File: src/design/nearest_profile_search_defines.svh
// ----------------------------------------------------------------------------
// nearest_profile_search_defines
// assertion macros for the profile search block
// ----------------------------------------------------------------------------
`ifndef NEAREST_PROFILE_SEARCH_DEFINES_SVH
`define NEAREST_PROFILE_SEARCH_DEFINES_SVH
`ifndef NO_ASSERTIONS
`define NPS_ASSERT_SAME(lbl, ante, cons, msg) \
  lbl: assert property (@(posedge clk) disable iff (!rst_n) (ante) |-> (cons)) else $error(msg);
`define NPS_ASSERT_NEXT(lbl, ante, cons, msg) \
  lbl: assert property (@(posedge clk) disable iff (!rst_n) (ante) |=> (cons)) else $error(msg);
`else
`define NPS_ASSERT_SAME(lbl, ante, cons, msg)
`define NPS_ASSERT_NEXT(lbl, ante, cons, msg)
`endif
`endif

File: src/design/nps_pkg.sv
// ----------------------------------------------------------------------------
// nps_pkg
// shared constants and distance functions for the profile search block
// ----------------------------------------------------------------------------
package nps_pkg;
  localparam int SCORE_W      = 7;
  localparam int SCORE_COUNT  = 6;
  localparam int ENTRY_W      = SCORE_W * SCORE_COUNT;
  localparam int IDX_W        = 6;
  localparam int DIST_W       = 16;
  localparam int KEY_W        = DIST_W + IDX_W;
  localparam int MAX_ENTRIES_DEF = 64;
  localparam logic [SCORE_W-1:0] SCORE_LIMIT = 7'd100;

  localparam logic [1:0] CMD_APPEND  = 2'd0;
  localparam logic [1:0] CMD_COMPARE = 2'd1;
  localparam logic [1:0] CMD_NEAREST = 2'd2;
  localparam logic [1:0] CMD_RANK    = 2'd3;

  localparam logic [1:0] ST_OK    = 2'd0;
  localparam logic [1:0] ST_INDEX = 2'd1;
  localparam logic [1:0] ST_FULL  = 2'd2;
  localparam logic [1:0] ST_RANGE = 2'd3;

  function automatic logic [SCORE_W-1:0] abs_diff(input logic [SCORE_W-1:0] x,
                                                   input logic [SCORE_W-1:0] y);
    return (x >= y) ? (x - y) : (y - x);
  endfunction

  function automatic logic [DIST_W-1:0] sq_dist(input logic [ENTRY_W-1:0] p,
                                                 input logic [ENTRY_W-1:0] q);
    logic [SCORE_W-1:0] d;
    logic [DIST_W-1:0]  acc;
    acc = '0;
    for (int k = 0; k < SCORE_COUNT; k++) begin
      d   = abs_diff(p[k*SCORE_W +: SCORE_W], q[k*SCORE_W +: SCORE_W]);
      acc = acc + DIST_W'(d) * DIST_W'(d);
    end
    return acc;
  endfunction
endpackage

File: src/design/nps_ram.sv
// ----------------------------------------------------------------------------
// nps_ram
// generic single write port ram with registered read
// ----------------------------------------------------------------------------
module nps_ram #(
  parameter int WIDTH = 8,
  parameter int DEPTH = 16
) (
  input  logic                     clk,
  input  logic                     we,
  input  logic [$clog2(DEPTH)-1:0] waddr,
  input  logic [WIDTH-1:0]         wdata,
  input  logic [$clog2(DEPTH)-1:0] raddr,
  output logic [WIDTH-1:0]         rdata
);
  logic [WIDTH-1:0] mem [DEPTH];

  always_ff @(posedge clk) begin
    if (we) begin
      mem[waddr] <= wdata;
    end
    rdata <= mem[raddr];
  end
endmodule

File: src/design/nearest_profile_search.sv
// ----------------------------------------------------------------------------
// nearest_profile_search
// table of six-score profiles with compare, nearest and ranked search
// ----------------------------------------------------------------------------
// A command transaction is taken when start is high and busy is low.
// Append and rejected commands give one result on the cycle after the
// transaction; busy stays low for them.
// Compare reads the first entry in S_REF and the second in S_CMP, and
// registers its result from S_CMP.
// Nearest walks all n stored entries through the distance unit, one entry
// a cycle, and gives its result at the end of that pass.
// Ranked list makes n - 1 passes over all n entries of the table, and gives
// one result at the end of each pass, smallest key first; the last result
// carries out_last_result.
// The profile table is a ram with one write port and one registered read
// port; its read port sets the rate of one entry a cycle.
// Each result is held on the out_ ports for one cycle with out_valid high;
// the receiver takes it then and cannot stall.
// Reset clears the entry count and the sequencer; table contents are kept.
// ----------------------------------------------------------------------------
`include "nearest_profile_search_defines.svh"

module nearest_profile_search #(
  parameter int MAX_ENTRIES = nps_pkg::MAX_ENTRIES_DEF
) (
  input  logic                         clk,
  input  logic                         rst_n,
  input  logic                         start,
  output logic                         busy,
  input  logic [1:0]                   in_command,
  input  logic [nps_pkg::IDX_W-1:0]    in_first_index,
  input  logic [nps_pkg::IDX_W-1:0]    in_second_index,
  input  logic [nps_pkg::SCORE_W-1:0]  in_score_a,
  input  logic [nps_pkg::SCORE_W-1:0]  in_score_b,
  input  logic [nps_pkg::SCORE_W-1:0]  in_score_c,
  input  logic [nps_pkg::SCORE_W-1:0]  in_score_d,
  input  logic [nps_pkg::SCORE_W-1:0]  in_score_e,
  input  logic [nps_pkg::SCORE_W-1:0]  in_score_f,
  output logic                         out_valid,
  output logic [1:0]                   out_status,
  output logic [nps_pkg::IDX_W-1:0]    out_partner_index,
  output logic [nps_pkg::DIST_W-1:0]   out_squared_distance,
  output logic [nps_pkg::SCORE_W-1:0]  out_smallest_difference,
  output logic [nps_pkg::SCORE_COUNT-1:0] out_closest_mask,
  output logic                         out_last_result
);
  localparam int AW = $clog2(MAX_ENTRIES);
  localparam int CW = $clog2(MAX_ENTRIES + 1);
  localparam int SW = nps_pkg::SCORE_W;
  localparam int SN = nps_pkg::SCORE_COUNT;

  typedef enum logic [3:0] {
    S_IDLE = 4'b0001,
    S_REF  = 4'b0010,
    S_CMP  = 4'b0100,
    S_SCAN = 4'b1000
  } state_t;

  state_t state_r, state_nxt;
  logic [CW-1:0] count_r, count_nxt;
  logic [1:0]    cmd_r, cmd_nxt;
  logic [AW-1:0] ref_idx_r, ref_idx_nxt;
  logic [AW-1:0] sec_idx_r, sec_idx_nxt;
  logic [AW-1:0] scan_i_r, scan_i_nxt;
  logic [CW-1:0] emitted_r, emitted_nxt;
  logic [nps_pkg::ENTRY_W-1:0] ref_r, ref_nxt;
  logic [nps_pkg::KEY_W-1:0] prev_r, prev_nxt, best_r, best_nxt;
  logic          have_prev_r, have_prev_nxt, best_ok_r, best_ok_nxt;

  logic          out_valid_r, out_valid_nxt;
  logic [1:0]    out_status_r, out_status_nxt;
  logic [nps_pkg::IDX_W-1:0]   out_partner_r, out_partner_nxt;
  logic [nps_pkg::DIST_W-1:0]  out_dist_r, out_dist_nxt;
  logic [SW-1:0] out_small_r, out_small_nxt;
  logic [SN-1:0] out_mask_r, out_mask_nxt;
  logic          out_last_r, out_last_nxt;

  logic                        ram_we;
  logic [AW-1:0]               ram_raddr;
  logic [nps_pkg::ENTRY_W-1:0] ram_wdata, ram_rdata;

  logic [nps_pkg::DIST_W-1:0]  cand_dist;
  logic [nps_pkg::KEY_W-1:0]   cand_key, pick_key;
  logic                        cand_ok, take, pass_end, bad_score, idx_err;
  logic [SW-1:0]               diffs [SN];
  logic [SW-1:0]               least;

  nps_ram #(.WIDTH(nps_pkg::ENTRY_W), .DEPTH(MAX_ENTRIES)) u_table (
    .clk   (clk),
    .we    (ram_we),
    .waddr (count_r[AW-1:0]),
    .wdata (ram_wdata),
    .raddr (ram_raddr),
    .rdata (ram_rdata)
  );

  assign ram_wdata = {in_score_f, in_score_e, in_score_d, in_score_c, in_score_b, in_score_a};
  assign bad_score = (in_score_a > nps_pkg::SCORE_LIMIT) || (in_score_b > nps_pkg::SCORE_LIMIT)
                  || (in_score_c > nps_pkg::SCORE_LIMIT) || (in_score_d > nps_pkg::SCORE_LIMIT)
                  || (in_score_e > nps_pkg::SCORE_LIMIT) || (in_score_f > nps_pkg::SCORE_LIMIT);
  assign idx_err = (count_r < CW'(2))
                || ({1'b0, in_first_index} >= (nps_pkg::IDX_W+1)'(count_r))
                || ((in_command == nps_pkg::CMD_COMPARE)
                    && ({1'b0, in_second_index} >= (nps_pkg::IDX_W+1)'(count_r)));

  // shared distance unit
  assign cand_dist = nps_pkg::sq_dist(ref_r, ram_rdata);
  assign cand_key  = {cand_dist, nps_pkg::IDX_W'(scan_i_r)};
  assign cand_ok   = (scan_i_r != ref_idx_r) && (!have_prev_r || (cand_key > prev_r));
  assign take      = cand_ok && (!best_ok_r || (cand_key < best_r));
  assign pick_key  = take ? cand_key : best_r;
  assign pass_end  = (CW'(scan_i_r) == count_r - CW'(1));

  always_comb begin
    least = '1;
    for (int k = 0; k < SN; k++) begin
      diffs[k] = nps_pkg::abs_diff(ref_r[k*SW +: SW], ram_rdata[k*SW +: SW]);
      if (diffs[k] < least) begin
        least = diffs[k];
      end
    end
  end

  always_comb begin
    state_nxt     = state_r;
    count_nxt     = count_r;
    cmd_nxt       = cmd_r;
    ref_idx_nxt   = ref_idx_r;
    sec_idx_nxt   = sec_idx_r;
    scan_i_nxt    = scan_i_r;
    emitted_nxt   = emitted_r;
    ref_nxt       = ref_r;
    prev_nxt      = prev_r;
    have_prev_nxt = have_prev_r;
    best_nxt      = best_r;
    best_ok_nxt   = best_ok_r;
    ram_we        = 1'b0;
    ram_raddr     = in_first_index[AW-1:0];
    out_valid_nxt   = 1'b0;
    out_status_nxt  = nps_pkg::ST_OK;
    out_partner_nxt = '0;
    out_dist_nxt    = '0;
    out_small_nxt   = '0;
    out_mask_nxt    = '0;
    out_last_nxt    = 1'b1;
    unique case (state_r)
      S_IDLE: begin
        if (start) begin
          cmd_nxt     = in_command;
          ref_idx_nxt = in_first_index[AW-1:0];
          sec_idx_nxt = in_second_index[AW-1:0];
          if (in_command == nps_pkg::CMD_APPEND) begin
            out_valid_nxt = 1'b1;
            if (count_r >= CW'(MAX_ENTRIES)) begin
              out_status_nxt = nps_pkg::ST_FULL;
            end else if (bad_score) begin
              out_status_nxt = nps_pkg::ST_RANGE;
            end else begin
              ram_we          = 1'b1;
              out_partner_nxt = nps_pkg::IDX_W'(count_r);
              count_nxt       = count_r + CW'(1);
            end
          end else if (idx_err) begin
            out_valid_nxt  = 1'b1;
            out_status_nxt = nps_pkg::ST_INDEX;
          end else begin
            state_nxt = S_REF;
          end
        end
      end
      S_REF: begin
        ref_nxt       = ram_rdata;
        emitted_nxt   = '0;
        have_prev_nxt = 1'b0;
        best_ok_nxt   = 1'b0;
        scan_i_nxt    = '0;
        if (cmd_r == nps_pkg::CMD_COMPARE) begin
          ram_raddr = sec_idx_r;
          state_nxt = S_CMP;
        end else begin
          ram_raddr = '0;
          state_nxt = S_SCAN;
        end
      end
      S_CMP: begin
        out_valid_nxt   = 1'b1;
        out_partner_nxt = nps_pkg::IDX_W'(sec_idx_r);
        out_dist_nxt    = cand_dist;
        out_small_nxt   = least;
        for (int k = 0; k < SN; k++) begin
          out_mask_nxt[k] = (diffs[k] == least);
        end
        state_nxt = S_IDLE;
      end
      S_SCAN: begin
        ram_raddr   = scan_i_r + AW'(1);
        scan_i_nxt  = scan_i_r + AW'(1);
        best_nxt    = pick_key;
        best_ok_nxt = best_ok_r || take;
        if (pass_end) begin
          out_valid_nxt   = 1'b1;
          out_partner_nxt = pick_key[nps_pkg::IDX_W-1:0];
          out_dist_nxt    = pick_key[nps_pkg::KEY_W-1:nps_pkg::IDX_W];
          out_last_nxt    = (cmd_r == nps_pkg::CMD_NEAREST)
                         || (emitted_r + CW'(2) == count_r);
          ram_raddr     = '0;
          scan_i_nxt    = '0;
          best_ok_nxt   = 1'b0;
          prev_nxt      = pick_key;
          have_prev_nxt = 1'b1;
          emitted_nxt   = emitted_r + CW'(1);
          if (out_last_nxt) begin
            state_nxt = S_IDLE;
          end
        end
      end
      default: begin
        state_nxt = S_IDLE;
      end
    endcase
  end

  always_ff @(posedge clk) begin
    if (!rst_n) begin
      state_r     <= S_IDLE;
      count_r     <= '0;
      out_valid_r <= 1'b0;
    end else begin
      state_r     <= state_nxt;
      count_r     <= count_nxt;
      out_valid_r <= out_valid_nxt;
    end
  end

  always_ff @(posedge clk) begin
    cmd_r         <= cmd_nxt;
    ref_idx_r     <= ref_idx_nxt;
    sec_idx_r     <= sec_idx_nxt;
    scan_i_r      <= scan_i_nxt;
    emitted_r     <= emitted_nxt;
    ref_r         <= ref_nxt;
    prev_r        <= prev_nxt;
    have_prev_r   <= have_prev_nxt;
    best_r        <= best_nxt;
    best_ok_r     <= best_ok_nxt;
    out_status_r  <= out_status_nxt;
    out_partner_r <= out_partner_nxt;
    out_dist_r    <= out_dist_nxt;
    out_small_r   <= out_small_nxt;
    out_mask_r    <= out_mask_nxt;
    out_last_r    <= out_last_nxt;
  end

  assign busy                    = (state_r != S_IDLE);
  assign out_valid               = out_valid_r;
  assign out_status              = out_status_r;
  assign out_partner_index       = out_partner_r;
  assign out_squared_distance    = out_dist_r;
  assign out_smallest_difference = out_small_r;
  assign out_closest_mask        = out_mask_r;
  assign out_last_result         = out_last_r;

  `NPS_ASSERT_SAME(a_partial_only_in_rank, out_valid && !out_last_result, state_r == S_SCAN && cmd_r == nps_pkg::CMD_RANK, "non-final result outside ranking")
  `NPS_ASSERT_NEXT(a_start_answered, start && !busy, out_valid || busy, "transaction neither answered nor in progress")
  `NPS_ASSERT_SAME(a_count_bound, 1'b1, count_r <= CW'(MAX_ENTRIES), "entry count above table depth")
endmodule
File: config.mk
export PLATFORM = sky130hd
export DESIGN_NAME = nearest_profile_search
export DESIGN_NICKNAME = d
export VERILOG_FILES = /design/src/design/nps_pkg.sv /design/src/design/nps_ram.sv /design/src/design/nearest_profile_search.sv
export VERILOG_INCLUDE_DIRS = /design/src /design/src/design
export SDC_FILE = /design/constraint.sdc
export NUM_CORES = 2
export LEC_CHECK = 0
export ABC_CLOCK_PERIOD_IN_PS = 22500
export BUFFER_PORTS_ARGS = -buffer_cell sky130_fd_sc_hd__buf_4
export CAP_MARGIN = 25
export CORE_MARGIN = 1.5
export CORE_UTILIZATION = 40
export CTS_BUF_LIST = sky130_fd_sc_hd__clkbuf_4
export DETAILED_ROUTE_END_ITERATION = 7
export HOLD_SLACK_MARGIN = 0.12
export PLACE_DENSITY = 0.59
export REMOVE_ABC_BUFFERS = 1
export SYNTH_ARGS = -nofsm -noshare
export SYNTH_HDL_FRONTEND = slang
export SYNTH_SLANG_ARGS = --single-unit
File: constraint.sdc
create_clock -name clk -period 22.5 [get_ports clk]
set_clock_uncertainty 0.2 [all_clocks]
set_input_delay 1.125 -clock clk [delete_from_list [all_inputs] [get_ports clk]]
set_output_delay 1.125 -clock clk [all_outputs]
set_load 0.01 [all_outputs]
==> results.py <==
metrics = {
    "worst_hold_path": {
        "hold_path_class": "reg2reg",
        "min_from": "u_table.rdata[6]",
        "whs_endpoint": "ref_r[6]",
        "number_of_cells_on_the_worst_hold_path": 0,
    },
    "detailed_routing": {
        "drt_pass1_iterations": 6,
        "wire_per_inst_um": 24.5,
        "detail_route.vias_per_cell": 5.54,
        "postRouteWirelength_um": 379000,
        "drt_drc_violations_left": 0,
        "detailedRoute.firstIterationViolations": 8303,
        "detailroute.via_count": 85700,
        "antenna_left": 0,
    },
    "worst_setup_path": {
        "critical_path_class": "reg2reg",
        "crit_path_start": "ref_r[7]",
        "crit_slowest_cell": "a21oi_1",
        "critical_path.n_buffers_inverters": 4,
        "path_delay_family": "compound AO/OA/AOI/OAI gates",
        "origin_of_the_critical_flop_to_flop_path": "ref_r[7]",
        "crit_end_element": "flop",
        "reg2reg_slack_ns": 8.56,
        "worstRegToRegCells": 48,
        "worstReg2RegEnd": "out_closest_mask[2]",
        "crit_path_max_fanout": 14,
        "critical_path_required_ns": 23.69,
        "worst-endpoint-arrival_ns": 15.14,
        "path_common_cell": "ha_1",
        "slowest_delay_ns": 0.67,
        "startpoint_type": "flop",
    },
    "clock_network": {
        "htree_levels": 6,
        "tritoncts": "yes",
        "clk_transition_reported_paths_ns": 0.06,
        "number_of_setup_buffers_added_after_cts": 0,
        "cts-root-buf": "clkbuf_4",
        "tritoncts.num_buffers": 743,
        "clkSinkCount": 2895,
        "worstSkewPairLatency_ns": 1.60,
        "clock_tree.buffer_depth": 4,
    },
    "place": {
        "dpl-instance-area_um2": 134000,
        "numPortBuffers": 98,
        "routabilityCongestion": 0.889,
        "detailedPlacementHpwl_um": 216000,
        "dp_cells": 14100,
    },
    "timing": {
        "finalHoldViolCount": 0,
        "max_freq_mhz": 71.7,
        "slew_headroom_pct": 25.5,
        "report.final.setup_viol": 0,
        "finalMaxSlewViolations": 0,
        "setup_repair_after_global_routing_missed_its_margin": "no",
        "tightestPinTransition_ns": 1.12,
        "final_period_minus_worst_setup_slack_ns": 13.94,
        "setup_total_negative_slack_ns": 0,
        "layout_worst_path_cycle_share_pct": 62.0,
    },
    "global_routing": {
        "pin_count_of_the_biggest_net_entering_global_routing": 158,
        "track_usage_pct": 22.9,
        "gr-total-overflow": 0,
        "grt_pass1_vias": 84800,
        "antenna_found_initial": 23,
        "first_pass_grt_wire_length_um": 554000,
    },
    "layout": {
        "postLayoutCellArea_um2": 144000,
        "layout.cells.most_common_list": "edfxtp_1 (2,803), nand2_1 (2,474), clkbuf_4 (1,096), nand3_1 (975), inv_1 (497)",
        "share_of_cells_above_drive_strength_1_pct": 14.6,
        "design.final.nets": 11200,
        "final_common_cell": "edfxtp_1",
        "fill_cells": 28800,
        "synthToLayoutAreaGrowth_pct": 12.4,
        "fin_cells": 15500,
        "final_util_pct": 45.3,
    },
    "synthesis": {
        "synth_largest_type_area_fraction_pct": 65.5,
        "synth_async_sr_flop_share_pct": 0,
        "synth-seq-cells": 2895,
        "yosys-top-cells-area": "edfxtp_1 (66%), nand2_1 (7.2%), nand3_1 (3.8%)",
        "number_of_synthesized_flops_with_an_enable_pin": 2803,
        "yosys.cell_types.count": 98,
        "syn_area_per_cell_um2": 12.8,
        "yosys.area.top_type": "edfxtp_1",
        "synth_area_um2": 128000,
        "synthesis.instances": 10100,
        "syn_warnings": 0,
        "most_common_flop_cell_mapped_by_yosys": "edfxtp_1",
        "synth_seq_area_share_pct": 66.9,
    },
    "floorplan": {
        "number_of_cell_rows": 207,
        "design.core.area_um2": 319000,
        "die_y_um": 570,
        "start_util_pct": 40.3,
        "die-width_um": 570,
        "design.die.area_um2": 325000,
        "io_pins": 99,
    },
    "run_status": {
        "outcome": "finished, final reports clean",
    },
    "job": {
        "max_cap_viol": 0,
    },
}
## per-stage QoR
| step | hold WS (ns) | worst slack, ns |
|---|---|---|
| 2_1_floorplan | 0.208 | -2.62 |
| 3_3_place_gp | 0.217 | 8.89 |
| 3_5_place_dp | 0.221 | 8.95 |
| 4_1_cts | 0.122 | 8.82 |
| 5_1_grt | 0.253 | 7.48 |
| 6_report | 0.234 | 8.56 |
## worst max-delay path by stage
stage / cells past startpoint / slack [ns] / endpoint
after detailed placement: 48 / 8.95 / out_closest_mask[2]
after floorplan: 10 / -2.62 / u_table.rdata[0]
after global routing: 48 / 7.48 / out_closest_mask[2]
after global placement: 41 / 8.89 / best_r[16]
after CTS: 48 / 8.82 / out_closest_mask[2]
final: 48 / 8.56 / out_closest_mask[2]
## synthesized netlist by cell type, types with 169 or more instances
cell	number
clkbuf_1	329
fa_1	220
nand2_1	2477
ha_1	281
a31oi_1	223
mux2i_1	284
nor2_1	238
inv_1	497
buf_2	169
nand3_1	975
edfxtp_1	2803
and3_1	269
## sequential cells by signal (all words and copies together) (netlist names), 16 cells and up
register / count
u_table.mem: 2688
prev_r: 22
ref_r: 42
out_squared_distance: 16
best_r: 22
u_table.rdata: 42
## worst register-to-register path, delay by kind of cell (launching register included)
| kind | cells | cell delay [ns] |
|---|---|---|
| AOI/OAI and AO/OA | 22 | 7.51 |
| and+or+nand+nor | 14 | 2.49 |
| adders and majority gates | 6 | 2.20 |
| buffers and inverters | 4 | 0.60 |
| DFF | 1 | 0.35 |
| muxes | 1 | 0.28 |
| xor gates and xnor gates | 1 | 0.18 |
## timing repair
action	in CTS	in global routing
hold buffers	75	0
gates resized for setup	0	0
endpoints found under the hold margin	2724	0
## logic make-up (layout without fill, tap and decap cells)
family | count (synthesis) | after routing | share of synthesized area [%]
DFF | 2895 | 2895 | 66.9
other | 0 | 8 | 0
AOI/OAI and AO/OA | 1027 | 1027 | 6.13
and+or+nand+nor | 4137 | 4137 | 13.9
buffers and inverters | 1081 | 2172 | 3.49
muxes | 316 | 316 | 2.50
adders and majority gates | 501 | 501 | 6.16
xor gates and xnor gates | 117 | 117 | 0.833
## layer usage
metal	share of wire, %	GRT usage, %	wire length (µm)	vias to the layer above
li1	-	-	-	38200
met1	41	30.2	154000	43100
met2	48	38.0	183000	3771
met3	8.0	3.89	30500	630
met4	3.1	8.35	11800	12
met5	0.021	0	80	-
## area by class of cell
type | count | area [µm²] | area share [%]
Sequential cell | 2895 | 86000 | 59.5
Multi-Input combinational cell | 6098 | 38600 | 26.7
Clock buffer | 1096 | 8230 | 5.69
Tap cell | 4284 | 5360 | 3.71
Timing Repair Buffer | 377 | 3180 | 2.20
Inverter | 510 | 1920 | 1.33
Clock inverter | 189 | 1180 | 0.814
Antenna cell | 8 | 20.0 | 0.0139
Power is left out: the tool's default activity adds up to more than one toggle a clock period on the data nets, which glitch-free logic cannot reach.
